[src/rtl/b64d_pkg.sv]
// Shared types, constants and the character decode function for the
// Base64 decoder. No dependencies.
package b64d_pkg;

  localparam int unsigned CharW   = 8;
  localparam int unsigned SextetW = 6;
  localparam int unsigned AccW    = 24;
  localparam int unsigned ByteW   = 8;
  localparam int unsigned PadW    = 3;
  localparam int unsigned CntW    = 2;
  localparam int unsigned NbW     = 2;

  localparam logic [CharW-1:0] PadChar = 8'h3D;
  localparam logic [PadW-1:0]  PadMax  = 3'd4;

  // Job queue between front and back end
  localparam int unsigned QDepth = 4;
  localparam int unsigned QPtrW  = $clog2(QDepth);
  localparam int unsigned QCntW  = $clog2(QDepth + 1);

  typedef enum logic [1:0] {
    StOk      = 2'd0,
    StBadChar = 2'd1,
    StBadLen  = 2'd2
  } status_e;

  // Result of classifying one character
  typedef struct packed {
    logic               valid;  // part of alphabet or pad
    logic               pad;    // '='
    logic [SextetW-1:0] value;
  } sextet_t;

  // One unit of work for the back end: 1..3 results
  typedef struct packed {
    status_e         status;
    logic [AccW-1:0] acc;
    logic [NbW-1:0]  nbytes;
  } job_t;

  function automatic sextet_t decode_char(input logic [CharW-1:0] c);
    sextet_t s;
    s = '{valid: 1'b0, pad: 1'b0, value: '0};
    if (c >= 8'h41 && c <= 8'h5A) begin
      s.valid = 1'b1;
      s.value = SextetW'(c - 8'h41);
    end else if (c >= 8'h61 && c <= 8'h7A) begin
      s.valid = 1'b1;
      s.value = SextetW'(c - 8'h61 + 8'd26);
    end else if (c >= 8'h30 && c <= 8'h39) begin
      s.valid = 1'b1;
      s.value = SextetW'(c - 8'h30 + 8'd52);
    end else if (c == 8'h2B) begin
      s.valid = 1'b1;
      s.value = 6'd62;
    end else if (c == 8'h2F) begin
      s.valid = 1'b1;
      s.value = 6'd63;
    end else if (c == PadChar) begin
      s.valid = 1'b1;
      s.pad   = 1'b1;
    end
    return s;
  endfunction

endpackage

[src/rtl/b64d_front.sv]
// Front end: accepts characters, keeps group state, pushes jobs.
// Depends on b64d_pkg.
module b64d_front (
  input  logic                         clk_i,
  input  logic                         rst_ni,
  input  logic                         in_valid_i,
  output logic                         in_ready_o,
  input  logic [b64d_pkg::CharW-1:0]   char_code_i,
  input  logic                         end_of_text_i,
  input  logic                         q_full_i,
  output logic                         q_push_o,
  output b64d_pkg::job_t               q_job_o
);
  import b64d_pkg::*;

  logic [AccW-1:0] acc_q, acc_d;
  logic [CntW-1:0] cnt_q, cnt_d;
  logic [PadW-1:0] pad_q, pad_d;
  logic            drop_q, drop_d;
  logic            take;
  sextet_t         sx;
  logic [AccW-1:0] acc_sh;
  logic [PadW-1:0] pad_n;
  logic [NbW-1:0]  nb;

  assign in_ready_o = !q_full_i;
  assign take       = in_valid_i && in_ready_o;
  assign sx         = decode_char(char_code_i);
  // a pad decodes to a zero value, so it shifts in zero
  assign acc_sh     = {acc_q[AccW-SextetW-1:0], sx.value};
  assign pad_n      = (sx.pad && pad_q < PadMax) ? pad_q + 3'd1 : pad_q;
  assign nb         = (pad_n >= 3'd2) ? 2'd1 : (pad_n == 3'd1) ? 2'd2 : 2'd3;

  always_comb begin
    acc_d    = acc_q;
    cnt_d    = cnt_q;
    pad_d    = pad_q;
    drop_d   = drop_q;
    q_push_o = 1'b0;
    q_job_o  = '{status: StOk, acc: '0, nbytes: 2'd1};
    if (take) begin
      if (drop_q) begin
        if (end_of_text_i) drop_d = 1'b0;
      end else if (!sx.valid) begin
        q_push_o = 1'b1;
        q_job_o  = '{status: StBadChar, acc: '0, nbytes: 2'd1};
        acc_d    = '0;
        cnt_d    = '0;
        pad_d    = '0;
        drop_d   = !end_of_text_i;
      end else if (cnt_q == 2'd3) begin
        q_push_o = 1'b1;
        q_job_o  = '{status: StOk, acc: acc_sh, nbytes: nb};
        acc_d    = '0;
        cnt_d    = '0;
        pad_d    = '0;
      end else if (end_of_text_i) begin
        q_push_o = 1'b1;
        q_job_o  = '{status: StBadLen, acc: '0, nbytes: 2'd1};
        acc_d    = '0;
        cnt_d    = '0;
        pad_d    = '0;
      end else begin
        acc_d = acc_sh;
        cnt_d = cnt_q + 2'd1;
        pad_d = pad_n;
      end
    end
  end

  always_ff @(posedge clk_i or negedge rst_ni) begin
    if (!rst_ni) begin
      acc_q  <= '0;
      cnt_q  <= '0;
      pad_q  <= '0;
      drop_q <= 1'b0;
    end else begin
      acc_q  <= acc_d;
      cnt_q  <= cnt_d;
      pad_q  <= pad_d;
      drop_q <= drop_d;
    end
  end

endmodule

[src/rtl/b64d_queue.sv]
// Short job queue between front and back end, flop based.
// Depends on b64d_pkg.
module b64d_queue (
  input  logic           clk_i,
  input  logic           rst_ni,
  input  logic           push_i,
  input  b64d_pkg::job_t job_i,
  output logic           full_o,
  input  logic           pop_i,
  output logic           empty_o,
  output b64d_pkg::job_t job_o
);
  import b64d_pkg::*;

  job_t             slot_q [QDepth];
  logic [QPtrW-1:0] wr_q, rd_q;
  logic [QCntW-1:0] cnt_q;

  assign full_o  = (cnt_q == QCntW'(QDepth));
  assign empty_o = (cnt_q == '0);
  assign job_o   = slot_q[rd_q];

  always_ff @(posedge clk_i) begin
    if (push_i) slot_q[wr_q] <= job_i;
  end

  always_ff @(posedge clk_i or negedge rst_ni) begin
    if (!rst_ni) begin
      wr_q  <= '0;
      rd_q  <= '0;
      cnt_q <= '0;
    end else begin
      if (push_i) wr_q <= wr_q + 1'b1;
      if (pop_i)  rd_q <= rd_q + 1'b1;
      if (push_i && !pop_i)      cnt_q <= cnt_q + 1'b1;
      else if (pop_i && !push_i) cnt_q <= cnt_q - 1'b1;
    end
  end

endmodule

[src/rtl/b64d_back.sv]
// Back end: holds one job and issues its results one per cycle while out_ready_i is high.
// Depends on b64d_pkg.
module b64d_back (
  input  logic                        clk_i,
  input  logic                        rst_ni,
  input  logic                        q_empty_i,
  input  b64d_pkg::job_t              q_job_i,
  output logic                        q_pop_o,
  output logic                        out_valid_o,
  input  logic                        out_ready_i,
  output logic [b64d_pkg::ByteW-1:0]  data_byte_o,
  output logic [1:0]                  status_o,
  output logic                        last_in_run_o
);
  import b64d_pkg::*;

  job_t           job_q;
  logic           busy_q;
  logic [NbW-1:0] idx_q;
  logic           last;
  logic           done;

  assign last    = (idx_q == job_q.nbytes - 2'd1);
  assign done    = busy_q && out_ready_i && last;
  assign q_pop_o = !q_empty_i && (!busy_q || done);

  always_comb begin
    case (idx_q)
      2'd0:    data_byte_o = job_q.acc[23:16];
      2'd1:    data_byte_o = job_q.acc[15:8];
      default: data_byte_o = job_q.acc[7:0];
    endcase
  end

  assign out_valid_o   = busy_q;
  assign status_o      = job_q.status;
  assign last_in_run_o = last;

  always_ff @(posedge clk_i) begin
    if (q_pop_o) job_q <= q_job_i;
  end

  always_ff @(posedge clk_i or negedge rst_ni) begin
    if (!rst_ni) begin
      busy_q <= 1'b0;
      idx_q  <= '0;
    end else if (q_pop_o) begin
      busy_q <= 1'b1;
      idx_q  <= '0;
    end else if (done) begin
      busy_q <= 1'b0;
      idx_q  <= '0;
    end else if (busy_q && out_ready_i) begin
      idx_q <= idx_q + 2'd1;
    end
  end

endmodule

[src/rtl/base64_decoder.sv]
// Top level of the streaming Base64 decoder.
// Depends on b64d_pkg, b64d_front, b64d_queue, b64d_back.
//
// Streaming Base64 (standard alphabet) decoder. One character is taken per
// input transaction, with end_of_text_i marking the last character of a
// string. Every fourth character closes a group, which yields one to three
// bytes depending on how many '=' pads the group held; the last result of
// a group carries last_in_run_o. A character outside the alphabet yields a
// single invalid-character result, after which characters are dropped up
// to and including the next end marker. An end marker that does not close
// a group yields a length-error result. Error results carry data byte zero.
// Throughput: one character per cycle, sustained. The front end classifies
// a character in the cycle it is accepted and pushes at most one job into
// a four-entry queue; the back end drains one result per cycle while
// out_ready_i is high; a valid group yields at most three results. A job
// is registered in the queue, then in the back end, before its first result.
// in_ready_o drops only while the queue is full, i.e. under sustained output backpressure.
module base64_decoder (
  input  logic                        clk_i,
  input  logic                        rst_ni,
  // character channel
  input  logic                        in_valid_i,
  output logic                        in_ready_o,
  input  logic [b64d_pkg::CharW-1:0]  char_code_i,
  input  logic                        end_of_text_i,
  // result channel
  output logic                        out_valid_o,
  input  logic                        out_ready_i,
  output logic [b64d_pkg::ByteW-1:0]  data_byte_o,
  output logic [1:0]                  status_o,
  output logic                        last_in_run_o
);
  import b64d_pkg::*;

  logic q_full, q_empty, q_push, q_pop;
  job_t push_job, pop_job;

  // character classification and group state
  b64d_front u_front (
    .clk_i         (clk_i),
    .rst_ni        (rst_ni),
    .in_valid_i    (in_valid_i),
    .in_ready_o    (in_ready_o),
    .char_code_i   (char_code_i),
    .end_of_text_i (end_of_text_i),
    .q_full_i      (q_full),
    .q_push_o      (q_push),
    .q_job_o       (push_job)
  );

  // decouples the two ends so each can stall on its own
  b64d_queue u_queue (
    .clk_i   (clk_i),
    .rst_ni  (rst_ni),
    .push_i  (q_push),
    .job_i   (push_job),
    .full_o  (q_full),
    .pop_i   (q_pop),
    .empty_o (q_empty),
    .job_o   (pop_job)
  );

  // result sequencing
  b64d_back u_back (
    .clk_i         (clk_i),
    .rst_ni        (rst_ni),
    .q_empty_i     (q_empty),
    .q_job_i       (pop_job),
    .q_pop_o       (q_pop),
    .out_valid_o   (out_valid_o),
    .out_ready_i   (out_ready_i),
    .data_byte_o   (data_byte_o),
    .status_o      (status_o),
    .last_in_run_o (last_in_run_o)
  );

endmodule
[config.mk]
export PLATFORM = sky130hd
export DESIGN_NAME = base64_decoder
export DESIGN_NICKNAME = d
export VERILOG_FILES = /design/src/rtl/b64d_pkg.sv /design/src/rtl/b64d_front.sv /design/src/rtl/b64d_queue.sv /design/src/rtl/b64d_back.sv /design/src/rtl/base64_decoder.sv
export SDC_FILE = /design/constraint.sdc
export NUM_CORES = 1
export LEC_CHECK = 0
export BUFFER_PORTS_ARGS = -buffer_cell sky130_fd_sc_hd__buf_2
export CORE_ASPECT_RATIO = 1.1
export CORE_UTILIZATION = 60
export DETAILED_ROUTE_END_ITERATION = 10
export HOLD_SLACK_MARGIN = 0.12
export PLACE_DENSITY = 0.74
export SETUP_SLACK_MARGIN = 0.02
export SYNTH_ARGS = -nofsm -noshare
export SYNTH_HDL_FRONTEND = slang
export SYNTH_HIERARCHICAL = 1
export SYNTH_SLANG_ARGS = --single-unit
export TNS_END_PERCENT = 20
[constraint.sdc]
create_clock -name clk_i -period 6.1 [get_ports clk_i]
set_input_delay 0.305 -clock clk_i [delete_from_list [all_inputs] [get_ports clk_i]]
set_output_delay 0.305 -clock clk_i [all_outputs]
set_load 0.005 [all_outputs]
==> reports/metrics.sh, run 1 <==
DETAIL_ROUTE.DRC_VIOLATIONS=0
TIMING.HOLD.WORST_ENDPOINT='u_front/drop_q'
ROWS=42
ANTENNA_VIOLATING_NETS_POST_ROUTE=0
FINAL_PERIOD_MINUS_WORST_SETUP_SLACK_PS=3450
SEQ_POWER_SHARE_PCT=47.9
TOP_CELL_TYPE_BY_TOTAL_AREA_AFTER_SYNTHESIS='edfxtp_1'
POWER.STATIC_LEAKAGE_nW=3.07
CRITPATHREQUIREDTIME_PS=6440
INSERTEDDIODECOUNT=0
ASYNC_FLOP_SHARE_PCT=19.5
CRIT_FANOUT=24
GRT_FIRST_PASS_WIRELENGTH_MM=21.3
YOSYS_MOST_USED_DFF='edfxtp_1'
TOTAL_SWITCHING_POWER_W=0.000976
VDD.IR_DROP.WORST_V=0.000241
UNREPAIRED_SETUP_ENDPOINTS_AFTER_GLOBAL_ROUTING='no'
DIE_AREA_MM2=0.0130
REPORT.FINAL.SETUP_VIOL=0
POWER.SWITCHING_FRACTION_PCT=28.7
SHARE_CLK_OF_TOTAL_POWER_PCT=30.1
FLOORPLAN.INITIALDENSITY_PCT=62.1
DETAILROUTE.VIA_COUNT=4084
SYNTH.TOP_CELLS.BY_AREA='edfxtp_1 56%, dfrtp_1 11%, mux4_2 8.4%'
R2R-START='u_queue/cnt_q[2]'
STATUS='finished, final reports clean'
CLK_PIN_SLEW_WORST_PATHS_PS=70
FP.COREAREA_MM2=0.0121
BUFFER_PORTS.INSERTED=25
ACHIEVABLE-FREQUENCY_MHz=290
HOLD-PATH-CELL-COUNT=3
P_INT_W=0.00242
DETAIL_ROUTE.WIRELENGTH_MM=13.4
TIMING.CRITICAL_PATH.FROM_TYPE='flip-flop'
INSERTION_DELAY_PS=420
HTREE_LEVELS=4
GLOBALROUTEOVERFLOWTOTAL=0
ROUTED_VIA_DENSITY=6.01
WORSTSETUPENDPOINTTYPE='flip-flop'
CRITPATHARRIVALTIME_PS=3790
POST_LAYOUT_NONFILLER_INSTANCES=679
CTS_REPAIR_RESIZE_COUNT=0
YOSYS.CELL_TYPES.COUNT=60
TRITONCTS='built'
INITIAL_ANTENNA_VIOLATION_COUNT=0
POST_SYN_INSTANCES=479
CLK_PATH_BUF_DEPTH=2
CLOCKROOTBUFFER='clkbuf_16'
SYN_NETS=511
GRT.TOTAL_USAGE_PCT=22.6
HP-CLASS='in -> reg'
WORST_R2R_ENDPOINT='u_queue/cnt_q[2]'
WORST_MAX_SLEW_MARGIN_EXPRESSED_RELATIVE_TO_THE_LIMIT_PCT=16.2
TOP_LEVEL_PORTS=26
DETAIL_ROUTE.FIRST_PASS.ITERATIONS=5
SYNTH-WARNING-COUNT=6
MAXCAPVIOLATIONS=0
DIE_Y_UM=119
POWER_FRAC_COMB_PCT=22.0
FINAL_NETS=544
GRT_MAX_DEGREE=35
RRSETUPSLACK_PS=2650
HOLDCRITSTARTPOINT='end_of_text_i'
POWER-PER-CELL-AREA_mW_PER_MM2=407
NETLIST.AREA_LEADER.SHARE_PCT=56.0
CHIPWIDTH_UM=109
WORST_SLEW_PIN_SLEW_PS=1230
YS_SEQ_AREA_SHARE_PCT=67.4
FINAL_UTIL_PCT=69.0
DRIVE_GT1_SHARE_PCT=22.1
SYNTH_ENABLE_FLOP_CELLS=140
CLASSIFICATION_OF_THE_WORST_SETUP_PATH='reg -> reg'
GRT_PASS1_VIAS=4108
AVGSYNTHCELLAREA_UM2=15.7
PLACE.DETAILED.INSTANCES=645
YOSYS.CELL_COUNT.TOP_TYPE='edfxtp_1'
LAYOUT_WORST_PATH_CYCLE_SHARE_PCT=56.6
CTS.SINK_COUNT=174
WORSTREGTOREGCELLS=10
FINALSETUPTNS_PS=0
SLEW_VIOL_FINAL=0
ROUTABILITYCONGESTION=0.924
DRTITER0DRC=362
AVGROUTEDWIREPERCELL_UM=19.8
REPORT.FINAL.HOLD_VIOL_COUNT=0
SYNTHESIS.AREA_MM2=0.00750
SYNTH_SEQ_CELLS=174
CTS-BUFFERS-INSERTED=17
SYNTH.CELLS.MOST_FREQUENT='140 x edfxtp_1, 53 x nand2_1, 34 x dfrtp_1'
WORST_CLOCK_SKEW_PS=9.45
SYN2LAYOUT_AREA_GROWTH_PCT=11.1
DP_HPWL_MM=8.37
POSTCTSSETUPREPAIRBUFS=0
-- layout make-up --
type                    count  area, um2
inverters                  16       60.1
flip-flops and latches    174       5060
clock buffers              17        425
multi-input cells         271       2280
well taps                 154        193
fillers                   819       3750
clock inverters            15        140
repair buffers             32        183
-- power groups by stage --
stage | Sequential, W | Clock [W] | Combinational (W)
2_1_floorplan | 0.00158 | 0 | 0.000601
3_3_place_gp | 0.00165 | 0 | 0.000729
3_5_place_dp | 0.00166 | 0 | 0.000756
4_1_cts | 0.00163 | 0.00104 | 0.000762
5_1_grt | 0.00165 | 0.00108 | 0.000821
6_report | 0.00163 | 0.00102 | 0.000747
-- critical path, stage by stage, from the launching register on --
cell,delay (ps)
dfrtp_1,410
nor3b_1,190
inv_1,120
nand3b_1,640
a21oi_1,800
ha_1,300
inv_1,60
fa_1,380
xor2_1,170
nor2_1,120
xor2_1,180
-- cells by family (layout without fill, tap and decap cells) --
| logic type | count (synthesis) | in the layout | share of synthesized area (%) |
|---|---|---|---|
| xor+xnor | 9 | 9 | 1.15 |
| simple gates | 136 | 136 | 9.71 |
| flops | 174 | 174 | 67.4 |
| buf+inv | 34 | 80 | 2.40 |
| compound gates | 76 | 76 | 7.22 |
| mux | 31 | 31 | 8.87 |
| fa+ha+maj | 19 | 19 | 3.27 |
-- worst max-delay path by stage --
| stage | depth (start not counted) | endpoint | startpoint | slack, ps |
|---|---|---|---|---|
| detailed placement | 14 | u_queue/cnt_q[2] | char_code_i[2] | 2450 |
| CTS | 10 | u_queue/cnt_q[2] | u_queue/cnt_q[2] | 2640 |
| global placement | 9 | u_queue/slot_q[0][12] | char_code_i[2] | 2640 |
| global route | 10 | u_queue/cnt_q[2] | u_queue/cnt_q[2] | 2340 |
| floorplan | 7 | u_queue/cnt_q[1] | u_queue/cnt_q[0] | 2830 |
| finish | 10 | u_queue/cnt_q[2] | u_queue/cnt_q[2] | 2650 |
-- registers in the layout, indices dropped and copies added (netlist names) --
signal,flops
u_queue/cnt_q,3
u_back/idx_q,2
u_front/pad_q,3
u_front/drop_q,1
u_queue/rd_q,2
u_back/out_valid_o,1
u_front/cnt_q,2
u_queue/slot_q,112
u_back/job_q,26
u_front/acc_q,18
u_back/status_o,2
u_queue/wr_q,2
-- timing repair --
item | CTS | global route
endpoints found under the setup margin | 0 | 0
endpoints found under the hold margin | 35 | 0
hold buffers | 2 | 0
-- layer usage --
metal	part of all wire, %	global-route usage, %	up-vias
met5	0	0	-
met4	0.72	9.63	0
met2	52	36.4	139
li1	-	-	1893
met3	4.7	5.25	6
met1	43	29.6	2046
-- metrics by stage --
stage	instance area (um2)	hold WS (ps)	worst slack (ps)	power, W
floorplan	7500	9.41	2830	0.00218
global placement	7750	410	2640	0.00238
detailed placement	7750	437	2450	0.00241
CTS	8340	203	2640	0.00343
global route	8340	220	2340	0.00355
finish	8340	229	2650	0.00340
-- cells in the final DEF, fill, tap and decap left out, types with 13 or more instances in the layout --
cell	count
clkbuf_16	17
and2_1	13
mux4_2	28
nor2_1	16
ha_1	18
buf_2	25
inv_1	16
nand2_1	53
o21ai_0	25
dfrtp_1	33
edfxtp_1	140
Note: power is estimated with default switching activity, not from simulation.
==> inputs of run 2 (changes only) <==
--- a/config.mk
+++ b/config.mk
@@ -5,6 +5,7 @@
 export SDC_FILE = /design/constraint.sdc
 export NUM_CORES = 1
 export LEC_CHECK = 0
+export ABC_AREA = 1
 export BUFFER_PORTS_ARGS = -buffer_cell sky130_fd_sc_hd__buf_2
 export CORE_ASPECT_RATIO = 1.1
 export CORE_UTILIZATION = 60
==> constraint.sdc (replaced) <==
create_clock -name clk_i -period 3.5 [get_ports clk_i]
set_input_delay 0.175 -clock clk_i [delete_from_list [all_inputs] [get_ports clk_i]]
set_output_delay 0.175 -clock clk_i [all_outputs]
set_load 0.005 [all_outputs]
==> run 2 against run 1 <==
Effect of this change:
- combinational power increased to 2.6 times the previous value
- sequential power rose by 90%
- via count grew 29%
==> reports/metrics.sh, run 2 <==
STATUS='finished, final reports clean'
CTS.SINK_COUNT=174
GRT_FIRST_PASS_WIRELENGTH_MM=26.7
VDD.IR_DROP.WORST_V=0.000410
CLK_PIN_SLEW_WORST_PATHS_PS=60
YS_SEQ_AREA_SHARE_PCT=61.0
FINAL_PERIOD_MINUS_WORST_SETUP_SLACK_PS=2710
CLOCKROOTBUFFER='clkbuf_16'
FINAL_NETS=812
SYN_NETS=785
CLASSIFICATION_OF_THE_WORST_SETUP_PATH='reg -> reg'
CLK_PATH_BUF_DEPTH=2
CRIT_PATH_TOP_DELAY_CELL='dfrtp_1'
LAYOUT_WORST_PATH_CYCLE_SHARE_PCT=77.4
CRITPATHARRIVALTIME_PS=3030
TOP_REGS='u_queue/slot_q x112, u_back/job_q x26, u_front/acc_q x18'
ROUTABILITYCONGESTION=0.846
FINALSETUPTNS_PS=0
ACHIEVABLE-FREQUENCY_MHz=369
FP.COREAREA_MM2=0.0133
TOP_CELL_TYPE_BY_TOTAL_AREA_AFTER_SYNTHESIS='edfxtp_1'
CPPEAKSTAGEDELAY_PS=400
UNREPAIRED_SETUP_ENDPOINTS_AFTER_GLOBAL_ROUTING='no'
DRIVE_GT1_SHARE_PCT=16.8
TOTAL_AREA_OF_MULTI_INPUT_COMBINATIONAL_CELLS_MM2=0.00254
CRITICAL_PATH.CELL_CHAIN='inv_1 > nor3_1 > inv_2 > nand2_1 > nor2_2 > buf_4 > inv_1 > a21oi_1 > buf_4 > ha_1 > inv_1 > fa_1 > nand2_1 > nand3_1 > nand2_1 > nand2_1'
SYNTH_ENABLE_FLOP_CELLS=140
POSTCTSSETUPREPAIRBUFS=0
TOPROUTINGLAYERUSED='met4'
POSTLAYOUTSETUPSLACKWORST_PS=790
DIE_AREA_MM2=0.0143
SHARE_CLK_OF_TOTAL_POWER_PCT=28.8
SEQ_POWER_SHARE_PCT=43.5
YOSYS.CELL_COUNT.TOP_TYPE='nand2_1'
ROWS=44
WORST_MAX_SLEW_MARGIN_EXPRESSED_RELATIVE_TO_THE_LIMIT_PCT=43.2
GRT_PASS1_VIAS=5324
TOP_LEVEL_PORTS=26
INITIAL_ANTENNA_VIOLATION_COUNT=0
DIE_Y_UM=125
FLOORPLAN.INITIALDENSITY_PCT=62.2
HTREE_LEVELS=4
POWER-PER-CELL-AREA_mW_PER_MM2=775
MAX_FLOP_REGISTER='u_queue/slot_q'
CRIT_FANOUT=17
WORST_CLOCK_SKEW_PS=8.34
P_INT_W=0.00481
DETAIL_ROUTE.WIRELENGTH_MM=16.6
AVGSYNTHCELLAREA_UM2=11.0
POWER.SWITCHING_FRACTION_PCT=32.5
NETLIST.AREA_LEADER.SHARE_PCT=50.7
PLACEMENT.SETUP.WORST_SLACK_PS=643
REPORT.FINAL.SETUP_VIOL=0
LEADING_CELL_TYPES_IN_THE_LAYOUT_FILL_AND_TAPS_EXCLUDED='203 x nand2_1, 140 x edfxtp_1, 113 x inv_1'
HP-CLASS='in -> reg'
YOSYS_MOST_USED_DFF='edfxtp_1'
SYNTH.TOP_CELLS.BY_AREA='edfxtp_1 51%, dfrtp_1 10%, nand2_1 9.2%'
MAXCAPVIOLATIONS=0
SYNTH_SEQ_CELLS=174
YOSYS.CELL_TYPES.COUNT=39
CTS-BUFFERS-INSERTED=17
WORST_SLEW_PIN_SLEW_PS=851
INSERTEDDIODECOUNT=0
DETAIL_ROUTE.DRC_VIOLATIONS=0
NUMBER_OF_FLIP_FLOPS_UNDER_THE_LARGEST_REGISTER_NAME=112
ROUTEDLENGTHMET1_MM=6.98
POWER_FRAC_COMB_PCT=27.7
TIMING.CRITICAL_PATH.FROM_TYPE='flip-flop'
POST_SYN_INSTANCES=753
TOTAL_SWITCHING_POWER_W=0.00232
DETAIL_ROUTE.FIRST_PASS.ITERATIONS=5
INSERTION_DELAY_PS=430
ROUTED_VIA_DENSITY=5.38
SYNTH.CELLS.MOST_FREQUENT='203 x nand2_1, 140 x edfxtp_1, 113 x inv_1'
POWER.STATIC_LEAKAGE_nW=3.91
GRT.TOTAL_USAGE_PCT=25.2
TRITONCTS='built'
GLOBALROUTEOVERFLOWTOTAL=0
REGISTER_AREA_MM2=0.00506
CRIT_PATH_FREQUENT_CELL='nand2_1'
SYNTHESIS.AREA_MM2=0.00829
SYN2LAYOUT_AREA_GROWTH_PCT=10.9
DETAILROUTE.VIA_COUNT=5260
DP_HPWL_MM=10.6
AVGROUTEDWIREPERCELL_UM=17.0
WL_MET3_UM=520
GRT_MAX_DEGREE=71
LAYOUT_COMMONEST_CELL='nand2_1'
WORSTPATHBUFFERINVERTERCOUNT=6
SYNTH-WARNING-COUNT=6
DRTITER0DRC=385
REPORT.FINAL.HOLD_VIOL_COUNT=0
CHIPWIDTH_UM=114
BUFFER_PORTS.INSERTED=25
CPLARGESTDELAYFAMILY='buffers and inverters'
DETAILROUTE.WIRELENGTH.MET2_MM=8.76
CRITPATHREQUIREDTIME_PS=3820
FILLERINSTANCES=998
ANTENNA_VIOLATING_NETS_POST_ROUTE=0
SLEW_VIOL_FINAL=0
ASYNC_FLOP_SHARE_PCT=19.5
WORSTSETUPENDPOINTTYPE='flip-flop'
## run 2: changes by cell type after synthesis, sizes merged, moves of 5 or more
cell / delta
buf: +17
nand3: +14
o21ai: -15
inv: +105
nand2: +156
o22ai: +12
nor2b: -5
mux4: -28
o211ai: +54
xor2: +5
and2: -22
nor2: +30
## run 2: area by class of cell
cell class	count	share of cell area [%]
clock buffers	22	5.05
clock inverters	10	2.03
inverters	121	4.94
multi-input cells	427	27.6
flip-flops and latches	174	55.0
well taps	184	2.50
repair buffers	39	2.86
## run 2: power groups by stage
stage                     combinational [W]  clock (W)  sequential, W
final                               0.00197    0.00205        0.00310
after global routing                0.00220    0.00215        0.00315
after CTS                           0.00199    0.00208        0.00310
after detailed placement            0.00196          0        0.00313
after global placement              0.00190          0        0.00311
after floorplan                     0.00162          0        0.00294
## run 2: timing repair
item,in CTS,in global routing
gates resized for setup,0,0
endpoints found under the hold margin,35,0
hold buffers,3,0
## run 2: cells by family (layout without fill, tap and decap cells)
family	count (synthesis)	count (layout)	share of synthesized area (%)
and+or+nand+nor	297	297	15.4
DFF	174	174	61.0
buffers and inverters	152	192	8.48
AOI/OAI and AO/OA	98	98	10.7
adders and majority gates	19	19	2.96
xor gates and xnor gates	12	12	1.27
muxes	1	1	0.121
## run 2: path summary, 6_finish.rpt
path	startpoint	end	slack [ps]	depth (start not counted)
worst max-delay path	u_queue/cnt_q[2]	u_queue/cnt_q[2]	790	16
worst min-delay path	out_ready_i	u_back/idx_q[1]	140	5
worst max register to register	u_queue/cnt_q[2]	u_queue/cnt_q[2]	790	16
worst min register to register	u_front/acc_q[3]	u_front/acc_q[3]	480	2
max in group asynchronous	rst_ni	u_queue/rd_q[0]	2540	2
min in group asynchronous	rst_ni	u_queue/wr_q[1]	360	2
## run 2: metrics by stage
stage | utilization [%] | instances | hold slack [ps] | total power, W | cell area, um2
detailed placement | 63.9 | 942 | 301 | 0.00510 | 8510
global placement | 63.9 | 942 | 294 | 0.00501 | 8510
floorplan | - | 753 | -121 | 0.00457 | 8290
CTS | 69.0 | 977 | 120 | 0.00717 | 9190
finish | 69.0 | 977 | 137 | 0.00712 | 9190
global route | 69.0 | 977 | 137 | 0.00749 | 9190
## run 2: worst min-delay path: stages
cell and delay (ps):
buf_2 100, nand2_1 80, nor3b_1 60, nand2_1 60, nand2_1 50
## run 2: routing by layer
layer  global-route usage (%)  vias up
li1                         -     2553
met1                     30.1     2548
met2                     44.1      132
met3                     5.77       27
met4                     9.47        0
met5                        0        -
==> inputs of run 3 (changes only) <==
==> constraint.sdc (replaced) <==
create_clock -name clk_i -period 2.5 [get_ports clk_i]
set_input_delay 0.125 -clock clk_i [delete_from_list [all_inputs] [get_ports clk_i]]
set_output_delay 0.125 -clock clk_i [all_outputs]
set_load 0.005 [all_outputs]
==> run 3 against run 2 <==
Effect of this change:
- first-iteration DRC count is 4.2% lower
- clock power is 32% higher
- via count is 2.5% higher
- combinational power is 48% higher
- count of clock-buffer cells in the layout stayed put
- die area stayed put
- wire length is 1.3% lower
- sequential cell count stayed put
- design area is 1.1% higher
- critical endpoint unchanged
- global-route usage is 0.21 points lower
- fmax is 26% higher
==> reports/metrics.sh, run 3 (synthesized netlist as in run 2, its figures left out) <==
STATUS='finished, final reports clean'
ROWS=44
CRIT_PATH_TOP_DELAY_CELL='dfrtp_1'
R2R-START='u_queue/cnt_q[2]'
WORSTREGTOREGCELLS=14
NUMBER_OF_FLIP_FLOPS_UNDER_THE_LARGEST_REGISTER_NAME=112
CHIPWIDTH_UM=114
LEADING_CELL_TYPES_IN_THE_LAYOUT_FILL_AND_TAPS_EXCLUDED='203 x nand2_1, 140 x edfxtp_1, 112 x inv_1'
FLOORPLAN.INITIALDENSITY_PCT=62.2
CRITICAL_PATH.CELL_CHAIN='inv_1 > nor3_1 > inv_2 > nand2_1 > nor2_2 > inv_1 > a21oi_1 > ha_1 > inv_1 > fa_1 > nand2_1 > nand3_1 > nand2_1 > nand2_1'
FILLERINSTANCES=983
CLK_PATH_BUF_DEPTH=2
CTS_REPAIR_RESIZE_COUNT=0
TOP_REGS='u_queue/slot_q x112, u_back/job_q x26, u_front/acc_q x18'
WORSTSETUPENDPOINTTYPE='flip-flop'
TOP_LEVEL_PORTS=26
CTS.SINK_COUNT=174
WORST_R2R_ENDPOINT='u_queue/cnt_q[2]'
REGISTER_AREA_MM2=0.00506
WORST_MAX_SLEW_MARGIN_EXPRESSED_RELATIVE_TO_THE_LIMIT_PCT=44.9
UNREPAIRED_SETUP_ENDPOINTS_AFTER_GLOBAL_ROUTING='no'
GRT.TOTAL_USAGE_PCT=25.0
CLK_PIN_SLEW_WORST_PATHS_PS=60
FINAL_PERIOD_MINUS_WORST_SETUP_SLACK_PS=2160
TIMING.CRITICAL_PATH.FROM_TYPE='flip-flop'
GRT_MAX_DEGREE=71
WORSTSETUPPATHDEPTH=14
WORST_CLOCK_SKEW_PS=6.47
HP-CLASS='in -> reg'
ANTENNA_VIOLATING_NETS_POST_ROUTE=0
CRIT_PATH_END='u_queue/cnt_q[2]'
DIE_Y_UM=125
POWER.STATIC_LEAKAGE_nW=3.96
REPORT.FINAL.HOLD_VIOL_COUNT=0
HOLDCRITSTARTPOINT='end_of_text_i'
ACHIEVABLE-FREQUENCY_MHz=464
RRSETUPSLACK_PS=340
DRTITER0DRC=369
DIE_AREA_MM2=0.0143
WORST_SLEW_PIN_SLEW_PS=826
POWER-PER-CELL-AREA_mW_PER_MM2=1060
GRT_FIRST_PASS_WIRELENGTH_MM=27.0
CLOCKROOTBUFFER='clkbuf_16'
SYN2LAYOUT_AREA_GROWTH_PCT=12.2
LAYOUT_WORST_PATH_CYCLE_SHARE_PCT=86.3
ROUTABILITYCONGESTION=0.854
CTS-BUFFERS-INSERTED=17
CRITPATHARRIVALTIME_PS=2470
MAX_FLOP_REGISTER='u_queue/slot_q'
SLEW_VIOL_FINAL=0
CRITPATHREQUIREDTIME_PS=2820
INITIAL_ANTENNA_VIOLATION_COUNT=0
TOTAL_AREA_OF_MULTI_INPUT_COMBINATIONAL_CELLS_MM2=0.00254
DETAIL_ROUTE.FIRST_PASS.ITERATIONS=5
CPPEAKSTAGEDELAY_PS=400
FP.COREAREA_MM2=0.0133
HTREE_LEVELS=4
POST_LAYOUT_NONFILLER_INSTANCES=989
AVGROUTEDWIREPERCELL_UM=16.6
PLACED_CELL_AREA_MM2=0.00864
MAXCAPVIOLATIONS=0
GLOBALROUTEOVERFLOWTOTAL=0
CRIT_FANOUT=3
INSERTION_DELAY_PS=420
CRIT_PATH_FREQUENT_CELL='nand2_1'
STDCELL_AREA_MM2=0.00930
CLASSIFICATION_OF_THE_WORST_SETUP_PATH='reg -> reg'
PLACE.DETAILED.INSTANCES=953
VDD.IR_DROP.WORST_V=0.000649
GRT_PASS1_VIAS=5514
WORST_SETUP_PATH_STARTPOINT='u_queue/cnt_q[2]'
DETAIL_ROUTE.DRC_VIOLATIONS=0
FINAL_NETS=824
DP_HPWL_MM=10.5
DRIVE_GT1_SHARE_PCT=18.3
DETAILROUTE.VIA_COUNT=5394
LAYOUT_COMMONEST_CELL='nand2_1'
CPLARGESTDELAYFAMILY='simple AND/OR/NAND/NOR gates'
INSERTEDDIODECOUNT=0
REPORT.FINAL.SETUP_VIOL=0
WORSTPATHBUFFERINVERTERCOUNT=4
TRITONCTS='built'
DETAIL_ROUTE.WIRELENGTH_MM=16.4
ROUTED_VIA_DENSITY=5.45
BUFFER_PORTS.INSERTED=25
[run 3: worst min-delay path by stage]
stage	to	slack [ps]	depth (start not counted)
2_1_floorplan	u_back/idx_q[0]	-170	0
3_3_place_gp	u_queue/wr_q[0]	250	1
3_5_place_dp	u_queue/wr_q[1]	270	1
4_1_cts	u_queue/slot_q[2][27]	170	3
5_1_grt	u_queue/slot_q[0][27]	180	3
6_report	u_queue/slot_q[2][27]	180	3
[run 3: timing repair]
| item | CTS | global route |
|---|---|---|
| hold buffers | 4 | 0 |
| hold endpoints to repair | 37 | 0 |
| setup buffers | 0 | 0 |
[run 3: power breakdown]
part	switching (W)	total, W	leakage, nW	internal (W)
Combinational	0.00186	0.00292	1.96	0.00106
Sequential	0.000365	0.00426	1.70	0.00389
Clock	0.00108	0.00271	0.302	0.00163
[run 3: worst min-delay path: cells and delay by family]
kind	cells	cell delay, ps
buf+inv	1	120
simple gates	2	180
[run 3: stage by stage]
step                util, %  total power [W]  hold WS, ps  setup TNS, ps  worst slack, ps
finish                 69.8          0.00988          180              0              343
detailed placement     64.8          0.00721          273              0             16.5
global placement       64.8          0.00709          255              0              120
global route           69.8           0.0104          184              0              200
floorplan                 -          0.00640         -171          -8410             -150
CTS                    69.8          0.00993          166              0              346
[run 3: final cells by class]
cell class,instances,share of cell area [%]
inverter,121,4.93
tap,184,2.48
timing repair buffer,51,4.23
clock buffer,22,5.34
sequential,174,54.4
clock inverter,10,1.32
multi-input combinational,427,27.3
[run 3: metal layers]
layer | GRT usage (%) | up-vias | wire length (um)
met5 | 0 | - | 0
met4 | 10.4 | 0 | 352
met1 | 31.3 | 2641 | 6970
met3 | 4.41 | 32 | 630
met2 | 42.6 | 140 | 8460
li1 | - | 2581 | -
